[config.mk]
export PLATFORM = sky130hd
export DESIGN_NAME = fix_exec_report_parser
export DESIGN_NICKNAME = d
export VERILOG_FILES = /design/src/rtl/core/fixer_pkg.sv /design/src/rtl/core/fix_exec_report_parser.sv
export SDC_FILE = /design/constraint.sdc
export NUM_CORES = 2
export LEC_CHECK = 0
export BUFFER_PORTS_ARGS = -buffer_cell sky130_fd_sc_hd__buf_4
export CAP_MARGIN = 20
export CORE_ASPECT_RATIO = 0.8
export CORE_MARGIN = 1.5
export CORE_UTILIZATION = 50
export DETAILED_ROUTE_END_ITERATION = 7
export GPL_ROUTABILITY_DRIVEN = 0
export HOLD_SLACK_MARGIN = 0.03
export PLACE_DENSITY = 0.67
export SYNTH_ARGS = -nofsm -noshare
export SYNTH_HDL_FRONTEND = slang
export SYNTH_SLANG_ARGS = --single-unit
export TNS_END_PERCENT = 30
[constraint.sdc]
create_clock -name i_clk -period 20.2 [get_ports i_clk]
set_clock_uncertainty 0.1 [all_clocks]
set_input_delay 2.02 -clock i_clk [delete_from_list [all_inputs] [get_ports i_clk]]
set_output_delay 2.02 -clock i_clk [all_outputs]
set_load 0.03 [all_outputs]
[src/rtl/core/fixer_pkg.sv]
`timescale 1ns / 1ps
// types, character codes and small helpers for the fix execution report parser
// no dependencies
package fixer_pkg;

    localparam logic [7:0] CH_SOH   = 8'h01;
    localparam logic [7:0] CH_EQ    = 8'h3D;
    localparam logic [7:0] CH_MINUS = 8'h2D;
    localparam logic [7:0] CH_ZERO  = 8'h30;
    localparam logic [7:0] CH_NINE  = 8'h39;
    localparam logic [7:0] CH_EIGHT = 8'h38;

    localparam logic [63:0] TAG_MSGTYPE  = 64'd35;
    localparam logic [63:0] TAG_EXECTYPE = 64'd150;
    localparam logic [63:0] TAG_ORDSTAT  = 64'd39;
    localparam logic [63:0] TAG_PRICE    = 64'd31;
    localparam logic [63:0] TAG_QTY      = 64'd32;
    localparam logic [63:0] TAG_CUMQTY   = 64'd14;
    localparam logic [63:0] TAG_SENDTIME = 64'd52;
    localparam logic [63:0] TAG_TRANTIME = 64'd60;
    localparam logic [63:0] TAG_EXECID   = 64'd17;
    localparam logic [63:0] TAG_CLORDID  = 64'd11;
    localparam logic [63:0] TAG_ORDERID  = 64'd37;

    localparam logic [1:0] KIND_ID_BYTE = 2'd0;
    localparam logic [1:0] KIND_ID_LEN  = 2'd1;
    localparam logic [1:0] KIND_SUMMARY = 2'd2;

    localparam logic [1:0] ST_OK      = 2'd0;
    localparam logic [1:0] ST_INVALID = 2'd1;
    localparam logic [1:0] ST_MISSING = 2'd2;

    localparam logic [2:0] EXEC_UNKNOWN = 3'd6;
    localparam logic [3:0] ORD_UNKNOWN  = 4'd8;

    // present flag bits
    localparam int PR_EXECID   = 0;
    localparam int PR_EXECTYPE = 1;
    localparam int PR_ORDSTAT  = 2;
    localparam int PR_PRICE    = 3;
    localparam int PR_QTY      = 4;
    localparam int PR_TIME     = 5;

    typedef struct packed {
        logic [63:0] acc;
        logic        neg;
        logic        digit;
        logic        bad;
    } t_num;

    typedef struct packed {
        logic [1:0]         kind;
        logic [1:0]         which;
        logic [7:0]         data;
        logic [1:0]         status;
        logic [2:0]         exec_kind;
        logic [3:0]         order_state;
        logic signed [63:0] price;
        logic signed [63:0] quantity;
        logic signed [63:0] cumulative_qty;
        logic [63:0]        send_ts;
        logic [63:0]        txn_ts;
        logic               last_of_run;
    } t_res;

    // one decimal digit or a leading minus sign into an accumulator, overflow checked by shift-add
    function automatic t_num num_feed(t_num cur, logic [7:0] b, logic sgn);
        t_num        r;
        logic [3:0]  d;
        logic [67:0] prod;
        logic [63:0] lim;
        r = cur;
        if (!cur.bad) begin
            if (b == CH_MINUS) begin
                if (sgn && !cur.digit && !cur.neg) r.neg = 1'b1;
                else r.bad = 1'b1;
            end else if (b < CH_ZERO || b > CH_NINE) begin
                r.bad = 1'b1;
            end else begin
                d = 4'(b - CH_ZERO);
                if (!sgn) lim = '1;
                else if (cur.neg) lim = {1'b1, 63'd0};
                else lim = {1'b0, {63{1'b1}}};
                prod = {1'b0, cur.acc, 3'b000} + {3'b000, cur.acc, 1'b0} + {64'd0, d};
                if (prod > {4'd0, lim}) begin
                    r.bad = 1'b1;
                end else begin
                    r.acc   = prod[63:0];
                    r.digit = 1'b1;
                end
            end
        end
        return r;
    endfunction

    function automatic logic [2:0] map_exec(logic [7:0] c);
        logic [2:0] r;
        unique case (c)
            8'h30:   r = 3'd0;
            8'h31:   r = 3'd1;
            8'h32:   r = 3'd2;
            8'h34:   r = 3'd3;
            8'h35:   r = 3'd4;
            8'h38:   r = 3'd5;
            default: r = EXEC_UNKNOWN;
        endcase
        return r;
    endfunction

    function automatic logic [3:0] map_ord(logic [7:0] c);
        logic [3:0] r;
        unique case (c)
            8'h30:   r = 4'd0;
            8'h41:   r = 4'd1;
            8'h36:   r = 4'd2;
            8'h31:   r = 4'd3;
            8'h32:   r = 4'd4;
            8'h34:   r = 4'd5;
            8'h35:   r = 4'd6;
            8'h38:   r = 4'd7;
            default: r = ORD_UNKNOWN;
        endcase
        return r;
    endfunction

endpackage

[src/rtl/core/fix_exec_report_parser.sv]
`timescale 1ns / 1ps
// fix execution report parser: one message byte per request, id byte / length / summary results
// depends on fixer_pkg
//
//  channel | signals                                       | direction
//  in      | i_in_valid, o_in_ready, i_msg_byte, i_msg_end | byte requests in
//  out     | o_out_valid, i_out_ready, result fields       | results out
//
// each byte is parsed in the cycle it is accepted; its 0 to 3 results land in a
// three-entry result buffer and leave one per cycle while i_out_ready is high
// a byte with one or no result sustains one byte per cycle while i_out_ready is high;
// a byte with more results holds the input while the buffer drains
// i_rst_n (synchronous) returns the parser to tag scan and empties the buffer
module fix_exec_report_parser #(
    parameter int ID_MAX_BYTES = 32
) (
    input  logic               i_clk,
    input  logic               i_rst_n,
    input  logic               i_in_valid,
    output logic               o_in_ready,
    input  logic [7:0]         i_msg_byte,
    input  logic               i_msg_end,
    output logic               o_out_valid,
    input  logic               i_out_ready,
    output logic [1:0]         o_kind,
    output logic [1:0]         o_id_which,
    output logic [7:0]         o_id_data,
    output logic [1:0]         o_status,
    output logic [2:0]         o_exec_kind,
    output logic [3:0]         o_order_state,
    output logic signed [63:0] o_price,
    output logic signed [63:0] o_quantity,
    output logic signed [63:0] o_cumulative_qty,
    output logic [63:0]        o_send_ts,
    output logic [63:0]        o_txn_ts,
    output logic               o_last_of_run
);
    import fixer_pkg::*;

    localparam logic [7:0] CAP = 8'(ID_MAX_BYTES);

    logic        r_in_value, n_in_value;
    t_num        r_tag, n_tag;
    t_num        r_val, n_val;
    logic [7:0]  r_first, n_first;
    logic [7:0]  r_count, n_count;
    logic        r_err, n_err;
    logic [5:0]  r_pres, n_pres;
    logic [7:0]  r_len [3];
    logic [7:0]  n_len [3];
    logic [2:0]  r_exec, n_exec;
    logic [3:0]  r_ord, n_ord;
    logic [63:0] r_num [5];
    logic [63:0] n_num [5];

    t_res        r_q [3];
    logic [1:0]  r_cnt;

    t_res        res [3];
    logic [1:0]  nres;
    logic        in_acc, out_acc;

    logic        do_fin;
    logic [63:0] t;
    logic        id_hit, num_hit, num_sgn;
    logic [1:0]  id_sel;
    logic [2:0]  num_sel;
    logic [7:0]  len;
    logic [63:0] nval;
    logic        missing;

    assign in_acc     = i_in_valid && o_in_ready;
    assign out_acc    = o_out_valid && i_out_ready;
    assign o_in_ready = (r_cnt == 2'd0) || (r_cnt == 2'd1 && i_out_ready);
    assign o_out_valid = (r_cnt != 2'd0);

    always_comb begin
        n_in_value = r_in_value;
        n_tag      = r_tag;
        n_val      = r_val;
        n_first    = r_first;
        n_count    = r_count;
        n_err      = r_err;
        n_pres     = r_pres;
        n_len      = r_len;
        n_exec     = r_exec;
        n_ord      = r_ord;
        n_num      = r_num;
        res[0]     = '0;
        res[1]     = '0;
        res[2]     = '0;
        nres       = 2'd0;
        do_fin     = 1'b0;
        len        = '0;
        nval       = '0;
        missing    = 1'b0;

        // tag decode from the current tag
        t       = r_tag.neg ? 64'd0 : r_tag.acc;
        id_hit  = 1'b1;
        id_sel  = 2'd0;
        if (t == TAG_EXECID) id_sel = 2'd0;
        else if (t == TAG_CLORDID) id_sel = 2'd1;
        else if (t == TAG_ORDERID) id_sel = 2'd2;
        else id_hit = 1'b0;
        num_hit = 1'b1;
        num_sel = 3'd0;
        if (t == TAG_PRICE) num_sel = 3'd0;
        else if (t == TAG_QTY) num_sel = 3'd1;
        else if (t == TAG_CUMQTY) num_sel = 3'd2;
        else if (t == TAG_SENDTIME) num_sel = 3'd3;
        else if (t == TAG_TRANTIME) num_sel = 3'd4;
        else num_hit = 1'b0;
        num_sgn = (num_sel < 3'd3);

        if (!r_err) begin
            if (!r_in_value) begin
                if (i_msg_byte == CH_EQ) begin
                    if (r_tag.bad || !r_tag.digit) n_err = 1'b1;
                    else n_in_value = 1'b1;
                end else begin
                    n_tag = num_feed(r_tag, i_msg_byte, 1'b1);
                end
            end else if (i_msg_byte == CH_SOH) begin
                do_fin = 1'b1;
            end else begin
                if (id_hit && r_count < CAP) begin
                    res[nres].kind  = KIND_ID_BYTE;
                    res[nres].which = id_sel;
                    res[nres].data  = i_msg_byte;
                    nres = nres + 2'd1;
                end
                if (num_hit) n_val = num_feed(r_val, i_msg_byte, num_sgn);
                if (r_count == 8'd0) n_first = i_msg_byte;
                if (r_count != 8'hFF) n_count = r_count + 8'd1;
            end
        end

        // a value cut off by the end of message is closed as it stands
        if (i_msg_end && !n_err && n_in_value) do_fin = 1'b1;

        if (do_fin) begin
            if (id_hit) begin
                len = (n_count < CAP) ? n_count : CAP;
                n_len[id_sel] = len;
                if (id_sel == 2'd0) n_pres[PR_EXECID] = 1'b1;
                res[nres].kind  = KIND_ID_LEN;
                res[nres].which = id_sel;
                res[nres].data  = len;
                nres = nres + 2'd1;
            end else if (num_hit) begin
                if (n_val.bad || !n_val.digit) begin
                    n_err = 1'b1;
                end else begin
                    nval = n_val.neg ? (64'd0 - n_val.acc) : n_val.acc;
                    n_num[num_sel] = nval;
                    case (num_sel)
                        3'd0:       n_pres[PR_PRICE] = 1'b1;
                        3'd1:       n_pres[PR_QTY]   = 1'b1;
                        3'd3, 3'd4: n_pres[PR_TIME]  = 1'b1;
                        default:    ;
                    endcase
                end
            end else if (t == TAG_MSGTYPE || t == TAG_EXECTYPE || t == TAG_ORDSTAT) begin
                if (n_count == 8'd0 || (t == TAG_MSGTYPE && n_first != CH_EIGHT)) begin
                    n_err = 1'b1;
                end else if (t == TAG_EXECTYPE) begin
                    n_exec = map_exec(n_first);
                    n_pres[PR_EXECTYPE] = 1'b1;
                end else if (t == TAG_ORDSTAT) begin
                    n_ord = map_ord(n_first);
                    n_pres[PR_ORDSTAT] = 1'b1;
                end
            end
            n_in_value = 1'b0;
            n_tag      = '0;
            n_val      = '0;
            n_first    = '0;
            n_count    = '0;
        end

        if (i_msg_end) begin
            res[nres].kind = KIND_SUMMARY;
            if (n_err) begin
                res[nres].status      = ST_INVALID;
                res[nres].exec_kind   = EXEC_UNKNOWN;
                res[nres].order_state = ORD_UNKNOWN;
            end else begin
                missing = (n_len[1] == 8'd0 && n_len[2] == 8'd0) || (n_pres != 6'h3F);
                res[nres].status         = missing ? ST_MISSING : ST_OK;
                res[nres].exec_kind      = n_exec;
                res[nres].order_state    = n_ord;
                res[nres].price          = n_num[0];
                res[nres].quantity       = n_num[1];
                res[nres].cumulative_qty = n_num[2];
                res[nres].send_ts        = n_num[3];
                res[nres].txn_ts         = n_num[4];
            end
            nres = nres + 2'd1;
            // per-message clear
            n_in_value = 1'b0;
            n_tag      = '0;
            n_val      = '0;
            n_first    = '0;
            n_count    = '0;
            n_err      = 1'b0;
            n_pres     = '0;
            n_len      = '{default: 8'd0};
            n_exec     = EXEC_UNKNOWN;
            n_ord      = ORD_UNKNOWN;
            n_num      = '{default: 64'd0};
        end

        if (nres != 2'd0) res[nres - 2'd1].last_of_run = 1'b1;
    end

    always_ff @(posedge i_clk) begin
        if (!i_rst_n) begin
            r_in_value <= 1'b0;
            r_tag      <= '0;
            r_val      <= '0;
            r_first    <= '0;
            r_count    <= '0;
            r_err      <= 1'b0;
            r_pres     <= '0;
            r_len      <= '{default: 8'd0};
            r_exec     <= EXEC_UNKNOWN;
            r_ord      <= ORD_UNKNOWN;
            r_num      <= '{default: 64'd0};
            r_cnt      <= 2'd0;
        end else begin
            if (in_acc) begin
                r_in_value <= n_in_value;
                r_tag      <= n_tag;
                r_val      <= n_val;
                r_first    <= n_first;
                r_count    <= n_count;
                r_err      <= n_err;
                r_pres     <= n_pres;
                r_len      <= n_len;
                r_exec     <= n_exec;
                r_ord      <= n_ord;
                r_num      <= n_num;
                r_cnt      <= nres;
            end else if (out_acc) begin
                r_cnt <= r_cnt - 2'd1;
            end
        end
    end

    // result buffer payload
    always_ff @(posedge i_clk) begin
        if (in_acc) begin
            r_q <= res;
        end else if (out_acc) begin
            r_q[0] <= r_q[1];
            r_q[1] <= r_q[2];
        end
    end

    assign o_kind           = r_q[0].kind;
    assign o_id_which       = r_q[0].which;
    assign o_id_data        = r_q[0].data;
    assign o_status         = r_q[0].status;
    assign o_exec_kind      = r_q[0].exec_kind;
    assign o_order_state    = r_q[0].order_state;
    assign o_price          = r_q[0].price;
    assign o_quantity       = r_q[0].quantity;
    assign o_cumulative_qty = r_q[0].cumulative_qty;
    assign o_send_ts        = r_q[0].send_ts;
    assign o_txn_ts         = r_q[0].txn_ts;
    assign o_last_of_run    = r_q[0].last_of_run;

    a_cnt_range: assert property (@(posedge i_clk) disable iff (!i_rst_n)
        r_cnt != 2'd3 || !o_in_ready || i_out_ready)
        else $error("buffer full but input ready");
    a_end_has_summary: assert property (@(posedge i_clk) disable iff (!i_rst_n)
        (in_acc && i_msg_end) |=> (r_cnt != 2'd0))
        else $error("message end gave no result");
    a_last_entry_marked: assert property (@(posedge i_clk) disable iff (!i_rst_n)
        (r_cnt == 2'd1) |-> r_q[0].last_of_run)
        else $error("final buffered result lacks last mark");
    a_reset_empty: assert property (@(posedge i_clk)
        !i_rst_n |=> (r_cnt == 2'd0))
        else $error("buffer not empty after reset");

endmodule
==> impl_metrics.yaml <==
detailed_routing:
  remaining_drc_errors: 0
  wirelength_um: 261000
  drt_pass1_iterations: 8
  vias_per_cell: 6.23
  via_count: 62100
  routedWlPerCell_um: 26.1
  antenna_left: 0
  drt_iter0_markers: 8774
worst_setup_path:
  slowest_delay_ns: 0.76
  crit_family: "compound AO/OA/AOI/OAI gates"
  critPathRequiredTime_ns: 20.75
  crit_buf_inv: 3
  worst_ep_arrival_time_ns: 14.48
  criticalPathCategory: "input pin to register"
  start_kind: "input pin"
  end_kind: "register"
  slowest_stage: "a2111oi_1"
  cp_max_fo: 38
  cpMostUsedCell: "nor3_1"
logic_synthesis:
  yosysWarningCount: 0
  syn_area_mm2: 0.0786
  synth_cells: 7882
  syn_area_per_cell_um2: 9.98
  netlist.area_leader.share_pct: 38.8
  synth.distinct_cells: 106
  ys_seq_area_share_pct: 51.6
  ys_ff_latch: 1518
  synth.area.top_cells: "edfxtp_1 (39%), dfxtp_1 (13%), ha_1 (6.0%)"
  async_flop_share_pct: 0
  yosysTopAreaCell: "edfxtp_1"
  synth-edff-count: 1015
  synth_flop_cell: "edfxtp_1"
clocking:
  post_cts_buffers: 0
  cts.sinks: 1518
  cts_tree: "done"
  cts_buffer_depth: 3
  htreeDepth: 4
  numCtsBuffers: 152
  cts_resized: 0
  clk_pin_slew_ns: 0.06
  insertion_delay_ns: 0.81
  hold_buffers: 0
  cts_root_buffer: "clkbuf_16"
timing:
  finalSetupViolCount: 0
  fin_ws_ns: 6.27
  relSlewSlack_pct: 12.1
  grt_setup_unrepaired: "no"
  slew_violations: 0
  fmax_mhz: 71.8
  period_needed_ns: 13.93
  finalSetupTns_ns: 0
  tightest_slew_ns: 1.32
  post-route-period-util_pct: 69.0
  hold_violations: 0
finish:
  nNetsFinal: 8136
  drive_above_1_share_pct: 10.6
  area_growth_pct: 9.39
floorplanning:
  core_area_mm2: 0.155
  ios: 357
  num_rows: 129
  dieArea_mm2: 0.160
  start_util_pct: 50.6
  die_w_um: 446
  die_h_um: 358
placement:
  pre_cts_ws_ns: 5.45
  dp.final_hpwl_um: 177000
  portBuffers: 356
global_routing:
  grt_antenna_before_repair: 22
  grt_max_degree: 176
  first_global_vias: 56600
  grt_overflow: 0
  track_usage_pct: 31.8
  grt_pass1_wl_um: 377000
power:
  ir_drop_mv: 0.0905
  p_leak_nw: 32.7
  p_per_area_mw_per_mm2: 96.4
status:
  status: "finished clean"
worst_hold_path:
  hp-class: "register to register"
job:
  maxCapViolations: 0
metal layers:
metal | vias up | wire length, um | track usage, %
li1 | 27800 | - | -
met1 | 30000 | 107000 | 44.7
met2 | 3704 | 107000 | 44.3
met3 | 564 | 33900 | 9.81
met4 | 26 | 13200 | 15.3
met5 | - | 195 | 0
synth_stat cells (all sizes together) (83+ instances only):
library cell     n
dfxtp          503
edfxtp        1015
xnor2          127
nor2b          119
nand3           87
xor2           102
ha             377
nand2         1210
a21o            86
o21ai         1113
clkbuf         286
a22o           103
inv             83
mux2i          284
nor2           630
buf            494
a21oi          306
nor3           110
area by class of cell:
class                   instances  area [um^2]
clock buffers                 213         4350
repair buffers                485         3730
clock inverters                69          701
fillers                     13400        69400
diodes                         11         27.5
well taps                    2096         2620
flip-flops and latches       1518        40600
multi-input cells            5501        33700
inverters                      84          330
cell families (layout without fill, tap and decap cells):
family,Yosys count,in the layout,share of synthesized area [%]
and+or+nand+nor,2539,2539,14.2
DFF,1518,1518,51.6
buffers and inverters,864,851,6.01
adders and majority gates,383,383,6.13
other,1,13,0.00477
AOI/OAI and AO/OA,2050,2050,15.6
xor gates and xnor gates,229,229,2.62
muxes,298,298,3.82
cell usage in the layout, fill, tap and decap left out, drive strengths merged, types with 86 or more instances in the layout:
cell	synthesis	final
nor2	630	630
dfxtp	503	503
nor3	110	110
edfxtp	1015	1015
mux2i	284	284
nor2b	119	119
nand3	87	87
xnor2	127	127
ha	377	377
a22o	103	103
clkbuf	286	214
o21ai	1113	1113
a21oi	306	306
buf	494	483
xor2	102	102
nand2	1210	1210
a21o	86	86
inv	83	91
power breakdown:
part / total (mW) / internal, mW / switching [mW]
Clock: 2.91 / 1.65 / 1.26
Combinational: 1.31 / 0.338 / 0.976
Sequential: 4.06 / 3.87 / 0.189
Total: 8.29 / 5.86 / 2.43
sequential cells by signal, summed over array words and instances (netlist names), 6 cells and up:
name	cells
o_send_ts	64
o_cumulative_qty	64
r_first	8
o_quantity	64
r_pres	6
o_price	64
o_id_data	8
r_num	320
r_count	8
o_txn_ts	64
r_tag	67
r_q	673
r_len	16
r_val	67
final timing paths:
kind / cells after the start / slack (ns) / startpoint / endpoint
worst min register to register: 2 / 0.35 / r_num[42]$_SDFFE_PN0P_ / r_num[42]$_SDFFE_PN0P_
worst min-delay path: 2 / 0.35 / r_num[42]$_SDFFE_PN0P_ / r_num[42]$_SDFFE_PN0P_
worst max register to register: 37 / 7.04 / r_val[7]$_SDFFE_PN0P_ / r_q[649]$_DFFE_PP_
worst max-delay path: 39 / 6.27 / i_msg_byte[3] / r_q[649]$_DFFE_PP_
worst register-to-register path, delay by kind of cell (launching register included):
family	cells	cell delay, ns
AO/OA/AOI/OAI	14	5.31
adder cells (fa/ha/maj)	4	1.23
flip-flops	1	0.54
AND/OR/NAND/NOR	14	3.78
XOR/XNOR	2	0.95
buffers and inverters	1	0.52
multiplexers	2	0.61
per-stage QoR:
stage	instances	util [%]	total power, mW	cell area (um^2)	hold slack, ns
2_1_floorplan	7883	-	5.23	78600	0.315
5_1_grt	9968	55.3	8.53	86000	0.365
3_3_place_gp	9669	52.0	5.41	80800	0.332
3_5_place_dp	9675	52.0	5.43	80900	0.338
4_1_cts	9957	55.3	8.30	85900	0.346
6_report	9977	55.3	8.29	86000	0.346
(Power assumes the default switching activity.)
